### config.mk
export PLATFORM = sky130hd
export DESIGN_NAME = polynomial_multiplier_unit
export DESIGN_NICKNAME = d
export VERILOG_FILES = /design/src/rtl/pmu_pkg.sv /design/src/rtl/pmu_ram.sv /design/src/rtl/pmu_sequencer.sv /design/src/rtl/pmu_datapath.sv /design/src/rtl/polynomial_multiplier_unit.sv
export SDC_FILE = /design/constraint.sdc
export NUM_CORES = 1
export LEC_CHECK = 0
export ABC_AREA = 1
export CAP_MARGIN = 20
export CORE_ASPECT_RATIO = 2
export CORE_MARGIN = 10
export CORE_UTILIZATION = 50
export DETAILED_ROUTE_END_ITERATION = 10
export DONT_BUFFER_PORTS = 1
export PLACE_DENSITY_LB_ADDON = 0.1
export SYNTH_ARGS = -nofsm -noshare
export SYNTH_HDL_FRONTEND = slang
export SYNTH_SLANG_ARGS = --single-unit
### constraint.sdc
create_clock -name clk -period 7.8 [get_ports clk]
set_input_delay 1.56 -clock clk [delete_from_list [all_inputs] [get_ports clk]]
set_output_delay 1.56 -clock clk [all_outputs]
set_load 0.02 [all_outputs]
### src/rtl/pmu_pkg.sv
package pmu_pkg;

  localparam int MAX_TERMS   = 16;
  localparam int COEFF_WIDTH = 16;

  localparam int IN_W   = 16;
  localparam int ACC_W  = 36;
  localparam int DEG_W  = 5;
  localparam int IDX_W  = $clog2(MAX_TERMS);
  localparam int CNT_W  = $clog2(MAX_TERMS + 1);
  localparam int I_W    = $clog2(2 * MAX_TERMS);
  localparam int PROD_W = 2 * COEFF_WIDTH;
  localparam int PC_W   = 3;

  localparam logic [PC_W-1:0] STEP_IDLE   = PC_W'(0);
  localparam logic [PC_W-1:0] STEP_SETUP  = PC_W'(1);
  localparam logic [PC_W-1:0] STEP_READ   = PC_W'(2);
  localparam logic [PC_W-1:0] STEP_MUL    = PC_W'(3);
  localparam logic [PC_W-1:0] STEP_ACC    = PC_W'(4);
  localparam logic [PC_W-1:0] STEP_EMIT   = PC_W'(5);
  localparam logic [PC_W-1:0] STEP_FINISH = PC_W'(6);

  typedef enum logic [2:0] {
    JC_NEXT,
    JC_NO_TRIGGER,
    JC_J_MORE,
    JC_I_MORE,
    JC_ALWAYS
  } jump_t;

  typedef struct packed {
    logic              accept;
    logic              clr_acc;
    logic              mul_en;
    logic              acc_en;
    logic              j_inc;
    logic              j_clr;
    logic              i_inc;
    logic              i_clr;
    logic              emit;
    logic              finish;
    logic              wait_out;
    jump_t             jc;
    logic [PC_W-1:0]   target;
  } ctrl_t;

  typedef struct packed {
    logic trigger;
    logic j_more;
    logic i_more;
    logic out_blocked;
  } status_t;

  localparam ctrl_t CTRL_NOP = '0;

  function automatic ctrl_t rom_word(input logic [PC_W-1:0] pc);
    ctrl_t w;
    w = CTRL_NOP;
    unique case (pc)
      STEP_IDLE: begin
        w.accept = 1'b1;
        w.jc     = JC_NO_TRIGGER;
        w.target = STEP_IDLE;
      end
      STEP_SETUP: begin
        w.clr_acc = 1'b1;
        w.j_clr   = 1'b1;
        w.i_clr   = 1'b1;
      end
      STEP_READ: begin
        w.jc = JC_NEXT;
      end
      STEP_MUL: begin
        w.mul_en = 1'b1;
      end
      STEP_ACC: begin
        w.acc_en = 1'b1;
        w.j_inc  = 1'b1;
        w.jc     = JC_J_MORE;
        w.target = STEP_READ;
      end
      STEP_EMIT: begin
        w.wait_out = 1'b1;
        w.emit     = 1'b1;
        w.clr_acc  = 1'b1;
        w.j_clr    = 1'b1;
        w.i_inc    = 1'b1;
        w.jc       = JC_I_MORE;
        w.target   = STEP_READ;
      end
      STEP_FINISH: begin
        w.finish = 1'b1;
        w.jc     = JC_ALWAYS;
        w.target = STEP_IDLE;
      end
      default: begin
        w.jc     = JC_ALWAYS;
        w.target = STEP_IDLE;
      end
    endcase
    return w;
  endfunction

endpackage

### src/rtl/pmu_ram.sv
module pmu_ram #(
  parameter int WIDTH = 16,
  parameter int DEPTH = 16
) (
  input  logic                     clk,
  input  logic                     we,
  input  logic [$clog2(DEPTH)-1:0] waddr,
  input  logic [WIDTH-1:0]         wdata,
  input  logic [$clog2(DEPTH)-1:0] raddr,
  output logic [WIDTH-1:0]         rdata
);

  logic [WIDTH-1:0] mem [DEPTH];

  always_ff @(posedge clk) begin
    if (we) begin
      mem[waddr] <= wdata;
    end
    rdata <= mem[raddr];
  end

endmodule

### src/rtl/pmu_sequencer.sv
module pmu_sequencer (
  input  logic              clk,
  input  logic              rst,
  input  pmu_pkg::status_t  status,
  output pmu_pkg::ctrl_t    ctrl
);

  logic [pmu_pkg::PC_W-1:0] pc;
  logic [pmu_pkg::PC_W-1:0] pc_next;
  pmu_pkg::ctrl_t           word;
  logic                     hold;

  assign word = pmu_pkg::rom_word(pc);
  assign hold = word.wait_out && status.out_blocked;
  assign ctrl = hold ? pmu_pkg::CTRL_NOP : word;

  always_comb begin
    pc_next = pc + pmu_pkg::PC_W'(1);
    if (hold) begin
      pc_next = pc;
    end else begin
      unique case (word.jc)
        pmu_pkg::JC_NEXT:       pc_next = pc + pmu_pkg::PC_W'(1);
        pmu_pkg::JC_NO_TRIGGER: if (!status.trigger) pc_next = word.target;
        pmu_pkg::JC_J_MORE:     if (status.j_more) pc_next = word.target;
        pmu_pkg::JC_I_MORE:     if (status.i_more) pc_next = word.target;
        pmu_pkg::JC_ALWAYS:     pc_next = word.target;
        default:                pc_next = pmu_pkg::STEP_IDLE;
      endcase
    end
  end

  always_ff @(posedge clk) begin
    if (rst) begin
      pc <= pmu_pkg::STEP_IDLE;
    end else begin
      pc <= pc_next;
    end
  end

endmodule

### src/rtl/pmu_datapath.sv
module pmu_datapath (
  input  logic                              clk,
  input  logic                              rst,
  input  pmu_pkg::ctrl_t                    ctrl,
  output pmu_pkg::status_t                  status,
  input  logic                              item_valid,
  output logic                              item_stall,
  input  logic                              func,
  input  logic signed [pmu_pkg::IN_W-1:0]   coeff,
  input  logic                              last_term,
  output logic                              result_valid,
  input  logic                              result_stall,
  output logic signed [pmu_pkg::ACC_W-1:0]  product_coeff,
  output logic [pmu_pkg::DEG_W-1:0]         degree,
  output logic                              run_end,
  output logic                              dropped
);

  localparam logic [pmu_pkg::CNT_W-1:0] CNT_MAX = pmu_pkg::CNT_W'(pmu_pkg::MAX_TERMS);

  logic [pmu_pkg::CNT_W-1:0]        first_count;
  logic [pmu_pkg::CNT_W-1:0]        second_count;
  logic                             overflow_seen;
  logic [pmu_pkg::IDX_W-1:0]        j;
  logic [pmu_pkg::I_W-1:0]          i;
  logic signed [pmu_pkg::PROD_W-1:0] prod;
  logic signed [pmu_pkg::PROD_W-1:0] term_prod;
  logic signed [pmu_pkg::ACC_W-1:0] acc;

  logic                             xfer;
  logic                             wr_first;
  logic                             wr_second;
  logic [pmu_pkg::COEFF_WIDTH-1:0]  wdata;
  logic [pmu_pkg::COEFF_WIDTH-1:0]  rd_first;
  logic [pmu_pkg::COEFF_WIDTH-1:0]  rd_second;
  logic [pmu_pkg::IDX_W-1:0]        jlast;
  logic [pmu_pkg::I_W-1:0]          ilast;
  logic [pmu_pkg::I_W:0]            span;
  logic [pmu_pkg::I_W-1:0]          diff;
  logic                             term_ok;
  logic                             first_empty;

  assign item_stall = !ctrl.accept;
  assign xfer       = item_valid && ctrl.accept;
  assign wr_first   = xfer && !func && (first_count < CNT_MAX);
  assign wr_second  = xfer && func && (second_count < CNT_MAX);
  assign wdata      = pmu_pkg::COEFF_WIDTH'(coeff);

  // an empty first polynomial still runs one masked pass giving a zero result
  assign first_empty = (first_count == '0);
  assign jlast = first_empty ? '0 : pmu_pkg::IDX_W'(first_count - pmu_pkg::CNT_W'(1));
  assign span  = (pmu_pkg::I_W + 1)'(first_count) + (pmu_pkg::I_W + 1)'(second_count)
               - (pmu_pkg::I_W + 1)'(2);
  assign ilast = first_empty ? '0 : span[pmu_pkg::I_W-1:0];

  assign diff    = i - pmu_pkg::I_W'(j);
  assign term_ok = (pmu_pkg::CNT_W'(j) < first_count) && (pmu_pkg::I_W'(j) <= i)
                && (diff < pmu_pkg::I_W'(second_count));

  assign term_prod = $signed(rd_first) * $signed(rd_second);

  assign status.trigger     = xfer && func && last_term;
  assign status.j_more      = (j != jlast);
  assign status.i_more      = (i != ilast);
  assign status.out_blocked = result_valid && result_stall;

  pmu_ram #(
    .WIDTH(pmu_pkg::COEFF_WIDTH),
    .DEPTH(pmu_pkg::MAX_TERMS)
  ) u_first_ram (
    .clk  (clk),
    .we   (wr_first),
    .waddr(first_count[pmu_pkg::IDX_W-1:0]),
    .wdata(wdata),
    .raddr(j),
    .rdata(rd_first)
  );

  pmu_ram #(
    .WIDTH(pmu_pkg::COEFF_WIDTH),
    .DEPTH(pmu_pkg::MAX_TERMS)
  ) u_second_ram (
    .clk  (clk),
    .we   (wr_second),
    .waddr(second_count[pmu_pkg::IDX_W-1:0]),
    .wdata(wdata),
    .raddr(diff[pmu_pkg::IDX_W-1:0]),
    .rdata(rd_second)
  );

  always_ff @(posedge clk) begin
    if (rst) begin
      first_count   <= '0;
      second_count  <= '0;
      overflow_seen <= 1'b0;
    end else if (ctrl.finish) begin
      first_count   <= '0;
      second_count  <= '0;
      overflow_seen <= 1'b0;
    end else if (xfer) begin
      if (wr_first) begin
        first_count <= first_count + pmu_pkg::CNT_W'(1);
      end
      if (wr_second) begin
        second_count <= second_count + pmu_pkg::CNT_W'(1);
      end
      if (!wr_first && !wr_second) begin
        overflow_seen <= 1'b1;
      end
    end
  end

  always_ff @(posedge clk) begin
    if (ctrl.j_clr) begin
      j <= '0;
    end else if (ctrl.j_inc) begin
      j <= j + pmu_pkg::IDX_W'(1);
    end
    if (ctrl.i_clr) begin
      i <= '0;
    end else if (ctrl.i_inc) begin
      i <= i + pmu_pkg::I_W'(1);
    end
    if (ctrl.mul_en) begin
      prod <= term_ok ? term_prod : '0;
    end
    if (ctrl.clr_acc) begin
      acc <= '0;
    end else if (ctrl.acc_en) begin
      acc <= acc + pmu_pkg::ACC_W'(prod);
    end
  end

  // output register
  always_ff @(posedge clk) begin
    if (rst) begin
      result_valid <= 1'b0;
    end else if (ctrl.emit) begin
      result_valid <= 1'b1;
    end else if (!result_stall) begin
      result_valid <= 1'b0;
    end
  end

  always_ff @(posedge clk) begin
    if (ctrl.emit) begin
      product_coeff <= acc;
      degree        <= pmu_pkg::DEG_W'(i);
      run_end       <= (i == ilast);
      dropped       <= overflow_seen;
    end
  end

  a_emit_free: assert property (@(posedge clk) disable iff (rst)
    ctrl.emit |-> !(result_valid && result_stall))
    else $error("result overwritten while stalled");

  a_count_cap: assert property (@(posedge clk) disable iff (rst)
    (first_count <= CNT_MAX) && (second_count <= CNT_MAX))
    else $error("coefficient count beyond capacity");

  a_last_then_finish: assert property (@(posedge clk) disable iff (rst)
    (ctrl.emit && (i == ilast)) |=> ctrl.finish)
    else $error("run did not end after final result");

  a_j_bound: assert property (@(posedge clk) disable iff (rst)
    ctrl.mul_en |-> (j <= jlast))
    else $error("term index past last term");

endmodule

### src/rtl/polynomial_multiplier_unit.sv
// a load transfer is accepted only while idle; the last second-polynomial transfer starts a run
// each result is emitted after one pass over the first polynomial's terms (masked when it is empty)
// a run emits n3 = n1+n2-1 results (1 when the first is empty) and holds the input stalled
// until it ends, including any output stall
// the single shared multiply-accumulate takes each term in turn through its read, multiply and accumulate steps
// synchronous active-high reset clears the counts, drop flag, sequencer and output valid
module polynomial_multiplier_unit (
  input  logic                              clk,
  input  logic                              rst,
  input  logic                              item_valid,
  output logic                              item_stall,
  input  logic                              func,
  input  logic signed [pmu_pkg::IN_W-1:0]   coeff,
  input  logic                              last_term,
  output logic                              result_valid,
  input  logic                              result_stall,
  output logic signed [pmu_pkg::ACC_W-1:0]  product_coeff,
  output logic [pmu_pkg::DEG_W-1:0]         degree,
  output logic                              run_end,
  output logic                              dropped
);

  pmu_pkg::ctrl_t   ctrl;
  pmu_pkg::status_t status;

  pmu_sequencer u_sequencer (
    .clk   (clk),
    .rst   (rst),
    .status(status),
    .ctrl  (ctrl)
  );

  pmu_datapath u_datapath (
    .clk          (clk),
    .rst          (rst),
    .ctrl         (ctrl),
    .status       (status),
    .item_valid   (item_valid),
    .item_stall   (item_stall),
    .func         (func),
    .coeff        (coeff),
    .last_term    (last_term),
    .result_valid (result_valid),
    .result_stall (result_stall),
    .product_coeff(product_coeff),
    .degree       (degree),
    .run_end      (run_end),
    .dropped      (dropped)
  );

endmodule
==> metrics <==
sequential cell area slightly below 0.02 sq mm; Core Box Area about 0.08 sq mm; Post-Syn Area per Cell ~10 sq um; CTS root buf clkbuf_16; Slew @ Worst Pin ~1.1 ns; global route overflow 0; DR vias approximately 27000; Post-synth ARST share 0; detailed placer's ending HPWL between 80 and 90 mm; WP data arrival between 6 and 7 ns; TritonCTS clock tree built; top-count cell post-synth nand2_1; Final ANT Viol Nets 0; number of buffers created by CTS 59; endpoints failing setup 0; Placed Instances 4812; CP most frequent cell fa_1; Die Footprint 0.0908 sq mm; Core Rows between 100 and 150; post-synthesis sequential area ratio 0.496; post-synth top area cell edfxtp_1; min Tclk post-route about 6.6 ns; Hold Buf Count CTS 0; GPL Wtd Cong ~1; final hold violation count 0; Req. time, crit path 8.21 ns; CP peak stage delay about 0.95 ns; synth warn 0; drt wl/cell around 23 um; area of the multi-input gates ~0.017 sq mm; RSZ-0062 raised after global routing no; number of synthesized flops with an enable pin between 500 and 600; drt initial violations about 1800; met3 GRT Util 0.0279; CP Launch Type flip-flop; DR DRC count 0; Worst Path Class, Setup flip-flop to flip-flop; Synth top area share 0.449; io pins 67; Max-cap violations 0; CTS H-tree lvls 2; clk buf depth 3; layout cell share with drive strength beyond 1 0.0552; Via density around 5.5; post-synthesis cell area about 0.04 sq mm; Worst slew margin 0.275; Area contributors post-synth edfxtp_1 (45%), fa_1 (14%), nand2_1 (6.0%); die height 416 um; Area Growth Syn to Fin 7.66%; first-pass GRT wire length approximately 170 mm; worst-path cell chain nand2_1 > inv_1 > fa_1 > fa_1 > fa_1 > fa_1 > fa_1 > fa_1 > ha_1 > nand2_1 > nand2_1 > a31oi_1 > a21boi_0 > nand3_1 > o21ai_1 > nor2_1; clk_lat worst skew 0.66 ns; Commonest cells post-synth nand2_1 (627), inv_1 (624), edfxtp_1 (587); busiest grt layer met2; post-synthesis cell type count 50; sum of negative setup slack 0 ns; count of clock tree sinks 679; Worst Hold Class flip-flop to flip-flop; M1 GR Usage 0.223; Max Clk Rate 153 MHz; Detailed Route WL roughly 110 mm; Final Skew ~0.043 ns; Top FF cell, synth edfxtp_1; worst-path fanout max 16; M2 GR Usage 0.477; Syn Nets between 4000 and 5000; Initial DRT Pass Iterations 7; crit end category flip-flop; largest net degree at the start of global routing 93; initial antenna violation count 0; CTS clk-pin slew, worst paths ~0.07 ns; GRT Total Usage 0.244; Filler cells between 6000 and 7000; die width around 220 um; Slew Viols, Final 0; Mapped Cells just under 4000; Slowest cell on crit path fa_1; Final nets around 4300; number of global-route vias before repair 28000; I/O Buffers 0; register bit total from synthesis 679; Layout Cells excl Fill 4926; post-CTS sizing 0; Final period util 0.840; Starting Density 0.503; status finished clean; setup repair bufs after CTS 0
[final timing paths]
kind,from,endpoint,slack [ns],cells past startpoint
max,u_datapath.u_second_ram.rdata[1],u_datapath.prod[27],1.25,16
min,u_datapath.overflow_seen,u_datapath.dropped,0.46,0
max reg2reg,u_datapath.u_second_ram.rdata[1],u_datapath.prod[27],1.25,16
min reg2reg,u_datapath.overflow_seen,u_datapath.dropped,0.46,0
[worst max-delay path, delay by kind of cell, from the launching register on]
kind | cells | cell delay, ns
fa+ha+maj | 7 | 3.92
flops | 1 | 0.79
simple gates | 5 | 0.63
compound gates | 3 | 0.82
buf+inv | 1 | 0.18
[cell usage in the layout, fill, tap and decap left out, types with 48 or more instances in the layout]
master     Yosys  final
a21oi_1      112    112
buf_4          6     65
clkbuf_16      0     60
dfxtp_1       92     89
edfxtp_1     587    587
fa_1         265    264
ha_1         151    150
inv_1        624    621
nand2_1      627    627
nand3_1       93     93
nor2_1       560    556
o21ai_0      270    270
o221ai_1      48     48
o32ai_1       64     64
[registers in the layout (all words and copies together), names as in the netlist]
name	count
u_datapath.run_end	1
u_datapath.degree	5
u_datapath.u_first_ram.rdata	16
u_datapath.result_valid	1
u_datapath.first_count	5
u_datapath.second_count	5
u_datapath.prod	32
u_datapath.dropped	1
u_datapath.i	5
u_datapath.j	4
u_datapath.u_second_ram.rdata	16
u_datapath.u_second_ram.mem	256
u_datapath.overflow_seen	1
u_datapath.u_first_ram.mem	256
u_sequencer.pc	3
u_datapath.acc	36
u_datapath.product_coeff	36
[metal layers]
layer  routed length [um]  vias to the layer above
met3                 3630                      304
met5                    0                        -
met2                62600                      678
met1                35500                    13400
li1                     -                    12700
met4                 9200                        0
[cell type report]
cell class,count,share of cell area
Sequential cell,679,0.461
Multi-Input combinational cell,2411,0.397
Inverter,628,0.0559
Clock buffer,69,0.0368
Tap cell,1029,0.0305
Timing Repair Buffer,65,0.0116
Clock inverter,42,0.00746
Antenna cell,3,0.000178
[cell families after synthesis]
kind of cell,synth area share
DFF,0.496
and+or+nand+nor,0.136
buffers and inverters,0.0784
muxes,0.00918
xor gates and xnor gates,0.00737
adders and majority gates,0.183
AOI/OAI and AO/OA,0.0893
[through the flow]
step	utilization	worst slack [ns]	hold slack, ns	instance area [sq um]
after detailed placement	0.517	1.21	0.440	40400
final	0.542	1.25	0.457	42200
after global placement	0.517	1.20	0.433	40400
after global routing	0.541	0.949	0.475	42200
after floorplan	-	2.24	0.409	39200
after CTS	0.541	1.22	0.449	42200
Power is not shown: default switching activity piles up to over one toggle a cycle in this logic, so the estimate is an artifact.
